===== src/rtl/symbol_table_label_lookup_core_assert.svh =====
// Assertion macros for the symbol table top level.
`ifndef SYMBOL_TABLE_LABEL_LOOKUP_CORE_ASSERT_SVH
`define SYMBOL_TABLE_LABEL_LOOKUP_CORE_ASSERT_SVH

// Same-cycle implication, sampled on clk, off during rst.
`define STLL_ASSERT_NOW(name, ante, cons, msg) \
  name: assert property (@(posedge clk) disable iff (rst) (ante) |-> (cons)) \
    else $error(msg);

// Next-cycle implication, sampled on clk, off during rst.
`define STLL_ASSERT_NEXT(name, ante, cons, msg) \
  name: assert property (@(posedge clk) disable iff (rst) (ante) |=> (cons)) \
    else $error(msg);

`endif


===== src/rtl/stll_pkg.sv =====
// Types and codes shared by the symbol table cells and top level.
`default_nettype none

package stll_pkg;

  localparam int LABEL_LOW_W  = 64;
  localparam int LABEL_HIGH_W = 8;
  localparam int ADDR_W       = 16;

  typedef enum logic [2:0] {
    FUNC_INSERT      = 3'd0,
    FUNC_DELETE      = 3'd1,
    FUNC_SEARCH      = 3'd2,
    FUNC_RENAME      = 3'd3,
    FUNC_SET_ADDR    = 3'd4,
    FUNC_RENAME_ADDR = 3'd5
  } func_t;

  typedef enum logic [1:0] {
    STAT_OK      = 2'd0,
    STAT_DUP     = 2'd1,
    STAT_MISSING = 2'd2,
    STAT_FULL    = 2'd3
  } stat_t;

  typedef enum logic [1:0] {
    ST_IDLE,
    ST_SCAN,
    ST_COMMIT
  } state_t;

  // Running results carried along the chain with the scan token.
  typedef struct packed {
    logic hit;    // request label seen
    logic free;   // empty slot seen
    logic other;  // new label seen
  } scan_flags_t;

  // Broadcast write to the cell selected by the write index.
  typedef struct packed {
    logic set_valid;
    logic clr_valid;
    logic wr_label;
    logic wr_addr;
  } wr_cmd_t;

endpackage

`default_nettype wire


===== src/rtl/stll_cell.sv =====
// One table slot: stores a label and address, folds its compare into the passing scan token.
`default_nettype none

module stll_cell #(
  parameter int ENTRIES = 32,
  parameter int INDEX   = 0,
  localparam int IDX_W  = (ENTRIES > 1) ? $clog2(ENTRIES) : 1
) (
  input  wire logic                              clk,
  input  wire logic                              rst,
  // scan token from the left neighbor
  input  wire logic                              tok_in,
  input  wire stll_pkg::scan_flags_t             flags_in,
  input  wire logic [IDX_W-1:0]                  hit_idx_in,
  input  wire logic [IDX_W-1:0]                  free_idx_in,
  input  wire logic [IDX_W-1:0]                  other_idx_in,
  // scan token to the right neighbor
  output logic                                   tok_out,
  output stll_pkg::scan_flags_t                  flags_out,
  output logic [IDX_W-1:0]                       hit_idx_out,
  output logic [IDX_W-1:0]                       free_idx_out,
  output logic [IDX_W-1:0]                       other_idx_out,
  // request labels, held for the whole scan
  input  wire logic [stll_pkg::LABEL_LOW_W-1:0]  req_lo,
  input  wire logic [stll_pkg::LABEL_HIGH_W-1:0] req_hi,
  input  wire logic [stll_pkg::LABEL_LOW_W-1:0]  new_lo,
  input  wire logic [stll_pkg::LABEL_HIGH_W-1:0] new_hi,
  // write broadcast
  input  wire stll_pkg::wr_cmd_t                 wr_cmd,
  input  wire logic [IDX_W-1:0]                  wr_idx,
  input  wire logic [stll_pkg::LABEL_LOW_W-1:0]  wr_lo,
  input  wire logic [stll_pkg::LABEL_HIGH_W-1:0] wr_hi,
  input  wire logic [stll_pkg::ADDR_W-1:0]       wr_addr
);

  localparam logic [IDX_W-1:0] MY_IDX = IDX_W'(INDEX);

  logic                              valid;
  logic [stll_pkg::LABEL_LOW_W-1:0]  label_lo;
  logic [stll_pkg::LABEL_HIGH_W-1:0] label_hi;
  logic [stll_pkg::ADDR_W-1:0]       addr;

  logic                  match;
  logic                  new_match;
  logic                  sel;
  stll_pkg::scan_flags_t flags_next;

  assign match     = valid && (label_lo == req_lo) && (label_hi == req_hi);
  assign new_match = valid && (label_lo == new_lo) && (label_hi == new_hi);
  assign sel       = (wr_idx == MY_IDX);

  always_comb begin
    flags_next.hit   = flags_in.hit   | match;
    flags_next.free  = flags_in.free  | !valid;
    flags_next.other = flags_in.other | new_match;
  end

  always_ff @(posedge clk) begin
    if (rst) begin
      tok_out <= 1'b0;
    end else begin
      tok_out <= tok_in;
    end
  end

  // keep the first (lowest) index seen for each flag
  always_ff @(posedge clk) begin
    flags_out     <= flags_next;
    hit_idx_out   <= flags_in.hit   ? hit_idx_in   : MY_IDX;
    free_idx_out  <= flags_in.free  ? free_idx_in  : MY_IDX;
    other_idx_out <= flags_in.other ? other_idx_in : MY_IDX;
  end

  always_ff @(posedge clk) begin
    if (rst) begin
      valid <= 1'b0;
    end else if (sel) begin
      if (wr_cmd.set_valid) begin
        valid <= 1'b1;
      end else if (wr_cmd.clr_valid) begin
        valid <= 1'b0;
      end
    end
  end

  always_ff @(posedge clk) begin
    if (sel && wr_cmd.wr_label) begin
      label_lo <= wr_lo;
      label_hi <= wr_hi;
    end
    if (sel && wr_cmd.wr_addr) begin
      addr <= wr_addr;
    end
  end

endmodule

`default_nettype wire


===== config.mk =====
export PLATFORM = sky130hd
export DESIGN_NAME = stll_cell
export DESIGN_NICKNAME = d
export VERILOG_FILES = /design/src/rtl/symbol_table_label_lookup_core_assert.svh /design/src/rtl/stll_pkg.sv /design/src/rtl/stll_cell.sv
export SDC_FILE = /design/constraint.sdc
export NUM_CORES = 1
export LEC_CHECK = 0
export BUFFER_PORTS_ARGS = -buffer_cell sky130_fd_sc_hd__clkbuf_2
export CORE_ASPECT_RATIO = 0.7
export CORE_MARGIN = 3
export CORE_UTILIZATION = 25
export DETAILED_ROUTE_END_ITERATION = 8
export PLACE_DENSITY = 0.56
export RECOVER_POWER = 100
export SLEW_MARGIN = 10
export SYNTH_ARGS = -nofsm -noshare
export SYNTH_HDL_FRONTEND = slang
export SYNTH_SLANG_ARGS = --single-unit

===== constraint.sdc =====
create_clock -name clk -period 3.6 [get_ports clk]
set_clock_uncertainty 0.15 [all_clocks]
set_input_delay 0.54 -clock clk [delete_from_list [all_inputs] [get_ports clk]]
set_output_delay 0.54 -clock clk [all_outputs]
set_load 0.1 [all_outputs]

==> run metrics <==
Worst Setup Start Kind flip-flop; Min Clock Period, post-route 2.37 ns; initial standard-cell utilization of the core 26.1%; CP Max Fanout 3; Top Ports roughly 280; number of library cell types mapped by synthesis 32; worst slack, placed 0.946 ns; Crit path buffers/inverters 0; ratio of total power to cell area between 300 and 400 mW/mm²; Synth top area share about half; Cell Area, Synth ~0.0044 mm²; number of CTS-inserted buffers 9; worst voltage drop across the vdd grid roughly 210 µV; number of optimization iterations in the first detailed-route pass 4; final estimated routing congestion in global placement 0.818; number of maximum-capacitance violations 0; count of buffers from port buffering 263; number of nets in the finished design 871; primary flip-flop cell chosen by synthesis mapping sky130_fd_sc_hd__edfxtp_1; Synth area leaders sky130_fd_sc_hd__edfxtp_1 49%, sky130_fd_sc_hd__xnor2_1 18%, sky130_fd_sc_hd__dfxtp_1 9.1%; TritonCTS clock tree built; final-report hold violation count 0; Placed Area between 0.005 and 0.006 mm²; DRC violations left 0; outcome finished clean; Max H-tree Level 3; category of cells accounting for the largest share of critical-path delay compound AO/OA/AOI/OAI gates; Static Leak about 2.6 nW; Total Neg Setup Slack 0 ns; register area share after synthesis 58.5%; number of routed nets with antenna violations 0; Slew HR ~20%; Setup CP Type reg -> reg; cell with the most instances after synthesis sky130_fd_sc_hd__xnor2_1; number of post-CTS setup repair buffers 0; Max stage delay on crit path between 0.5 and 0.6 ns; proportion of layout cells with a drive suffix above 1 a little over two fifths; Clock Pin Slew Worst Setup and Hold Paths 0.07 ns; worst path required time between 3 and 4 ns; total number of yosys warnings 0; ordered list of cells on the worst path nor2b_1 > a2111o_1 > a2111oi_0 > nand4_1 > o31ai_2; mean area per synthesized cell roughly 13 µm²; Avg Vias per Cell between 4 and 5; detailed-placement wirelength estimate ~14000 µm; final antenna diode count 0; first-pass GRT wire length 21800 µm; largest net degree at the start of global routing 42; via count of the first global-routing pass about 3700; synthesized instance count 334; width of the die 164 µm; Design Area, Final roughly 0.0063 mm²; Resize count post-CTS 0; clock sink count 92; Post-Synthesis Net Count ~600; Overflow after GRT 0; Final Max Tran Viols 0; maximum clock frequency between 400 and 500 MHz; Routed wire per std cell 18.8 µm; largest buffer count on any clock path 2; Worst EP arrival 2.48 ns; Setup violations, final 0; Setup crit end kind flip-flop; Slew @ Worst Pin approximately 1.2 ns; share of the clock period used by the worst path about two thirds; worst min path class in -> reg; largest area contributor in the netlist sky130_fd_sc_hd__edfxtp_1; total number of vias between 3000 and 4000; Die H 117 µm; later-pin clock latency in the skew report 0.35 ns; violation count after the first detailed-route iteration slightly below 200; final WL approximately 16000 µm; Core Footprint 0.0167 mm²; setup repair after global routing missed its margin no; post-synthesis async set-or-reset flop share 0%; CP max-delay cell sky130_fd_sc_hd__a2111oi_0; cell types with the highest counts after synthesis 89 x sky130_fd_sc_hd__xnor2_1, 72 x sky130_fd_sc_hd__edfxtp_1, 35 x sky130_fd_sc_hd__xor2_1, 25 x sky130_fd_sc_hd__nand4_1, 20 x sky130_fd_sc_hd__dfxtp_1; synthesized flop and latch total 92; fill cell total of the finished layout about 1700; area enclosed by the die boundary roughly 0.019 mm²; EDFF count, synth 72; global-route usage over all layers 16.1%; area growth from synthesis to layout 42.8%; Cell Rows 39; number of buffers added to fix hold violations after cts 0; root buf cell sky130_fd_sc_hd__clkbuf_16; smallest setup slack after layout between 1 and 1.5 ns; antenna violations before repair 0
-- final cells by class --
class	count	area [µm²]	share of cell area, %
well taps	225	282	4.50
inverters	19	71.3	1.14
multi-input cells	223	1740	27.8
clock buffers	12	265	4.24
repair buffers	264	1300	20.9
flip-flops and latches	92	2560	41.0
clock inverters	4	27.5	0.440
-- cell usage in the layout (no fill, tap or decap), types with 2 or more instances in the layout --
cell type / netlist / final
sky130_fd_sc_hd__a2111oi_0: 1 / 2
sky130_fd_sc_hd__a21oi_1: 2 / 2
sky130_fd_sc_hd__and2_0: 0 / 6
sky130_fd_sc_hd__and2_1: 16 / 9
sky130_fd_sc_hd__and2b_1: 2 / 2
sky130_fd_sc_hd__clkbuf_1: 0 / 26
sky130_fd_sc_hd__clkbuf_16: 0 / 10
sky130_fd_sc_hd__clkbuf_2: 0 / 237
sky130_fd_sc_hd__clkbuf_4: 0 / 2
sky130_fd_sc_hd__dfxtp_1: 20 / 20
sky130_fd_sc_hd__edfxtp_1: 72 / 72
sky130_fd_sc_hd__inv_1: 18 / 18
sky130_fd_sc_hd__inv_4: 0 / 3
sky130_fd_sc_hd__nand2b_1: 7 / 7
sky130_fd_sc_hd__nand3_1: 3 / 3
sky130_fd_sc_hd__nand4_1: 25 / 25
sky130_fd_sc_hd__nor2_1: 3 / 3
sky130_fd_sc_hd__nor2b_1: 3 / 3
sky130_fd_sc_hd__nor3_1: 2 / 2
sky130_fd_sc_hd__nor4_1: 14 / 14
sky130_fd_sc_hd__o2111ai_1: 2 / 2
sky130_fd_sc_hd__o22ai_1: 6 / 6
sky130_fd_sc_hd__xnor2_1: 89 / 89
sky130_fd_sc_hd__xor2_1: 35 / 35
-- through the flow --
stage / power (mW) / cells / hold slack [ns] / util, %
2_1_floorplan: 1.37 / 334 / 0.242 / -
3_3_place_gp: 1.56 / 823 / 0.346 / 35.8
3_5_place_dp: 1.57 / 823 / 0.348 / 35.8
4_1_cts: 2.53 / 839 / 0.189 / 37.6
5_1_grt: 2.58 / 839 / 0.196 / 37.3
6_report: 2.49 / 839 / 0.209 / 37.3
-- where the power goes --
| group | internal [mW] | leakage [nW] | switching, mW |
|---|---|---|---|
| combinational | 0.162 | 1.60 | 0.198 |
| clock | 0.530 | 0.150 | 0.420 |
| sequential | 1.16 | 0.815 | 0.0115 |
-- registers in the layout, summed over array words and instances, names as in the netlist --
name	flops
other_idx_out	5
label_lo	64
free_idx_out	5
hit_idx_out	5
valid	1
label_hi	8
tok_out	1
flags_out	3
-- metal layers --
metal	track usage [%]	up-vias	routed length, µm
met1	21.7	1591	7160
met3	5.25	13	1510
met4	4.06	0	174
met2	25.2	191	6910
li1	-	1751	-
met5	0	-	0
-- kinds of logic (layout without fill, tap and decap cells) --
kind of cell / count (synthesis) / count (layout) / synth area share, %
AOI/OAI and AO/OA: 21 / 21 / 3.97
xor gates and xnor gates: 124 / 124 / 24.8
buffers and inverters: 19 / 299 / 1.63
DFF: 92 / 92 / 58.5
and+or+nand+nor: 78 / 78 / 11.0
-- worst reg2reg max path, stage by stage (launching register included) --
cell and delay (ns):
sky130_fd_sc_hd__edfxtp_1 0.46, sky130_fd_sc_hd__nor2b_1 0.17, sky130_fd_sc_hd__a2111o_1 0.41, sky130_fd_sc_hd__a2111oi_0 0.57
sky130_fd_sc_hd__nand4_1 0.28, sky130_fd_sc_hd__o31ai_2 0.23
-- final timing paths --
path / slack (ns) / cells past startpoint / start / to
worst max-delay path: 1.23 / 5 / label_lo[8] / flags_out[2]
worst min-delay path: 0.21 / 1 / wr_lo[51] / label_lo[51]
worst max register to register: 1.23 / 5 / label_lo[8] / flags_out[2]
worst min register to register: 0.34 / 1 / valid / flags_out[1]
(Power assumes the default switching activity.)
